$ cat src/sv/chs_row_match.sv
// chs_row_match: compares a key against every slot of one bucket row.
// Gives the lowest matching valid slot and the lowest free slot, one-hot.
module chs_row_match #(
  parameter int DEPTH = 8,
  parameter int KW    = 32
) (
  input  logic [DEPTH*KW-1:0] row_keys,
  input  logic [DEPTH-1:0]    row_valid,
  input  logic [KW-1:0]       key,
  output logic [DEPTH-1:0]    hit_oh,
  output logic [DEPTH-1:0]    free_oh
);

  logic [DEPTH-1:0] hit_vec;
  logic [DEPTH-1:0] free_vec;

  always_comb begin
    for (int s = 0; s < DEPTH; s++) begin
      hit_vec[s] = row_valid[s] && (row_keys[s*KW +: KW] == key);
    end
    free_vec = ~row_valid;
  end

  // isolate lowest set bit
  assign hit_oh  = hit_vec & (~hit_vec + DEPTH'(1));
  assign free_oh = free_vec & (~free_vec + DEPTH'(1));

endmodule

$ cat config.mk
export PLATFORM = sky130hd
export DESIGN_NAME = chs_row_match
export DESIGN_NICKNAME = d
export VERILOG_FILES = /design/src/sv/chs_row_match.sv
export SDC_FILE = /design/constraint.sdc
export NUM_CORES = 1
export LEC_CHECK = 0
export BUFFER_PORTS_ARGS = -buffer_cell sky130_fd_sc_hd__buf_2
export CAP_MARGIN = 20
export CORE_AREA = 2 2 120 122
export DETAILED_ROUTE_END_ITERATION = 10
export DIE_AREA = 0 0 122 124
export SKIP_LAST_GASP = 1
export SYNTH_ARGS = -nofsm -noshare
export SYNTH_HDL_FRONTEND = slang
export SYNTH_SLANG_ARGS = --single-unit
$ cat constraint.sdc
create_clock -name vclk -period 2.6
set_input_delay 0.39 -clock vclk [all_inputs]
set_output_delay 0.39 -clock vclk [all_outputs]
set_load 0.05 [all_outputs]
==> flow_summary.toml <==
[run_status]
status = "complete, but fails checks"
violations = "setup timing"

[final_layout]
insertedDiodeCount = 0
area_growth_pct = 82.92
seqCellArea_sq_um = 0
fill_cells = 1467
final_area_sq_mm = 0.005857
seq_cells = 0
drive_above_1_share_pct = 56.09
final_nets = 1061
clkbuf_count = 0
fin_cells = 943

[floorplan]
dieHeight_um = 124
io_pins = 312
die_area_sq_mm = 0.01513
start_util_pct = 23.34
dieWidth_um = 122
fp-row-count = 43
core-area_sq_mm = 0.01372

[logic_synthesis]
synth_fp_nets = 703
yosysWarnings = 0
yosysMostFrequentCell = "xnor2_1"
synth.avg_cell_area_sq_um = 7.867
postSynthCellCount = 407
synth.distinct_cells = 20
seq_area_frac_synth_pct = 0
synth_top_area_share_pct = 47.60
synth_area_leader_cell = "xnor2_1"
yosys-top-cells-count = "174 x xnor2_1, 78 x xor2_1, 43 x nand4_1, 24 x nor4_1, 20 x buf_2"
synth.cell_area_sq_mm = 0.003202
synth_area_leaders = "xnor2_1 48%, xor2_1 21%, nand4_1 8.4%"

[placed_design]
dp_slack_ns = -0.5118
dp.final_hpwl_mm = 17.55
postPlaceCellArea_sq_mm = 0.005328
port_buffers = 312
dpl.cell_count = 930
gp_congestion = 0.9039

[detailed_routing]
drt-pass1-iter-count = 4
dr.first_iter.drc_count = 211
antenna_left = 0
wl_mm = 19.97
via_count = 4307
wl_per_cell_um = 21.17
drc_errors = 0
vias_per_cell = 4.567

[sta]
fmax_mhz = 362.5
final.setup.worst_slack_ns = -0.1586
worst_pin_slew_ns = 0.3839
slew_violations = 0
period_share_pct = 106.1
rsz0062_at_grt = "yes"
relSlewSlack_pct = 74.21
setup_tns_ns = -0.3170
hold_viol = 0
finalSetupViolCount = 5
min_period_ns = 2.759

[clock_tree]
cts.hold.buffers_added = 0

[worst_setup_path]
cp-start-kind = "input pin"
crit_arrival_ns = 2.37
critPathKind = "input pin to primary output"
cp.required_ns = 2.21
worst-path-max-fanout = 2
critPathCaptureType = "primary output"

[power]
irDropWorstVdd_uv = 71.96
pwr_density_cell_mw_per_mm2 = 167.7
total_power_w = 0.0009820
leakage_nw = 2.695

[global_route]
grt_use_total_pct = 24.78
grt_pass1_wl_mm = 26.49
grt_pass1_vias = 4338
antenna_found_initial = 1
gr-total-overflow = 0
grt_max_degree = 8

[flow_run]
max_cap_violations = 0

[min_path]
whs_path_depth = 3
hold_class = "input pin to primary output"
-- per-stage QoR --
| stage | hold WS (ns) | utilization, % |
|---|---|---|
| after floorplan | 0.9557 | - |
| after global placement | 1.121 | 38.83 |
| after detailed placement | 1.115 | 38.83 |
| after CTS | 1.116 | 39.94 |
| after global routing | 1.126 | 42.69 |
| final | 1.114 | 42.69 |
-- cells in the final DEF (no fill, tap or decap), drive strengths merged --
master,n
and3,5
buf,388
inv,3
nand2,6
nand3,13
nand4,44
nor2,8
nor3,9
nor3b,4
nor4,24
nor4b,1
or4,2
xnor2,178
xor2,78
-- per-layer routing --
layer | track usage [%] | up-vias | share of wire [%]
met5 | 0 | - | 0.065
met4 | 5.819 | 2 | 2.7
met3 | 3.755 | 28 | 8.5
met2 | 45.57 | 240 | 49
met1 | 30.24 | 1960 | 39
li1 | - | 2077 | -
-- worst max-delay path, cell delays in order --
cell and delay (ns):
buf_6 0.11, xnor2_2 0.15, nand4_1 0.13, nor4_2 0.34
buf_4 0.19, nand4_1 0.07, or4_4 0.56, nor4b_4 0.23
buf_6 0.19
-- worst paths after layout --
| check | slack [ns] | end | startpoint |
|---|---|---|---|
| max | -0.16 | hit_oh[7] | key[4] |
| min | 1.11 | free_oh[6] | row_valid[6] |
-- logic make-up (layout without fill, tap and decap cells) --
logic type / count (synthesis) / after routing / share of synthesized area (%)
xor+xnor: 256 / 256 / 70.97
simple gates: 116 / 116 / 21.81
buf+inv: 35 / 391 / 7.230
-- timing repair --
item	in CTS	in global routing
endpoints found under the setup margin	8	8
setup buffers	0	14
pin swaps	21	13
gates resized for setup	38	56
-- power breakdown --
part	internal, W	switching [W]	total (W)
Sequential	0	0	0
Clock	0	0	0
Combinational	0.000529	0.000453	0.000982
Total	0.000529	0.000453	0.000982
-- layout make-up --
class                           instances  area [sq um]  share of cell area [%]
Inverter                                3         11.26                  0.1923
Tap cell                              180         225.2                   3.845
Multi-Input combinational cell        372          3221                   54.99
Timing Repair Buffer                  388          2400                   40.97
No activity file was read; power rests on OpenSTA's default activity.
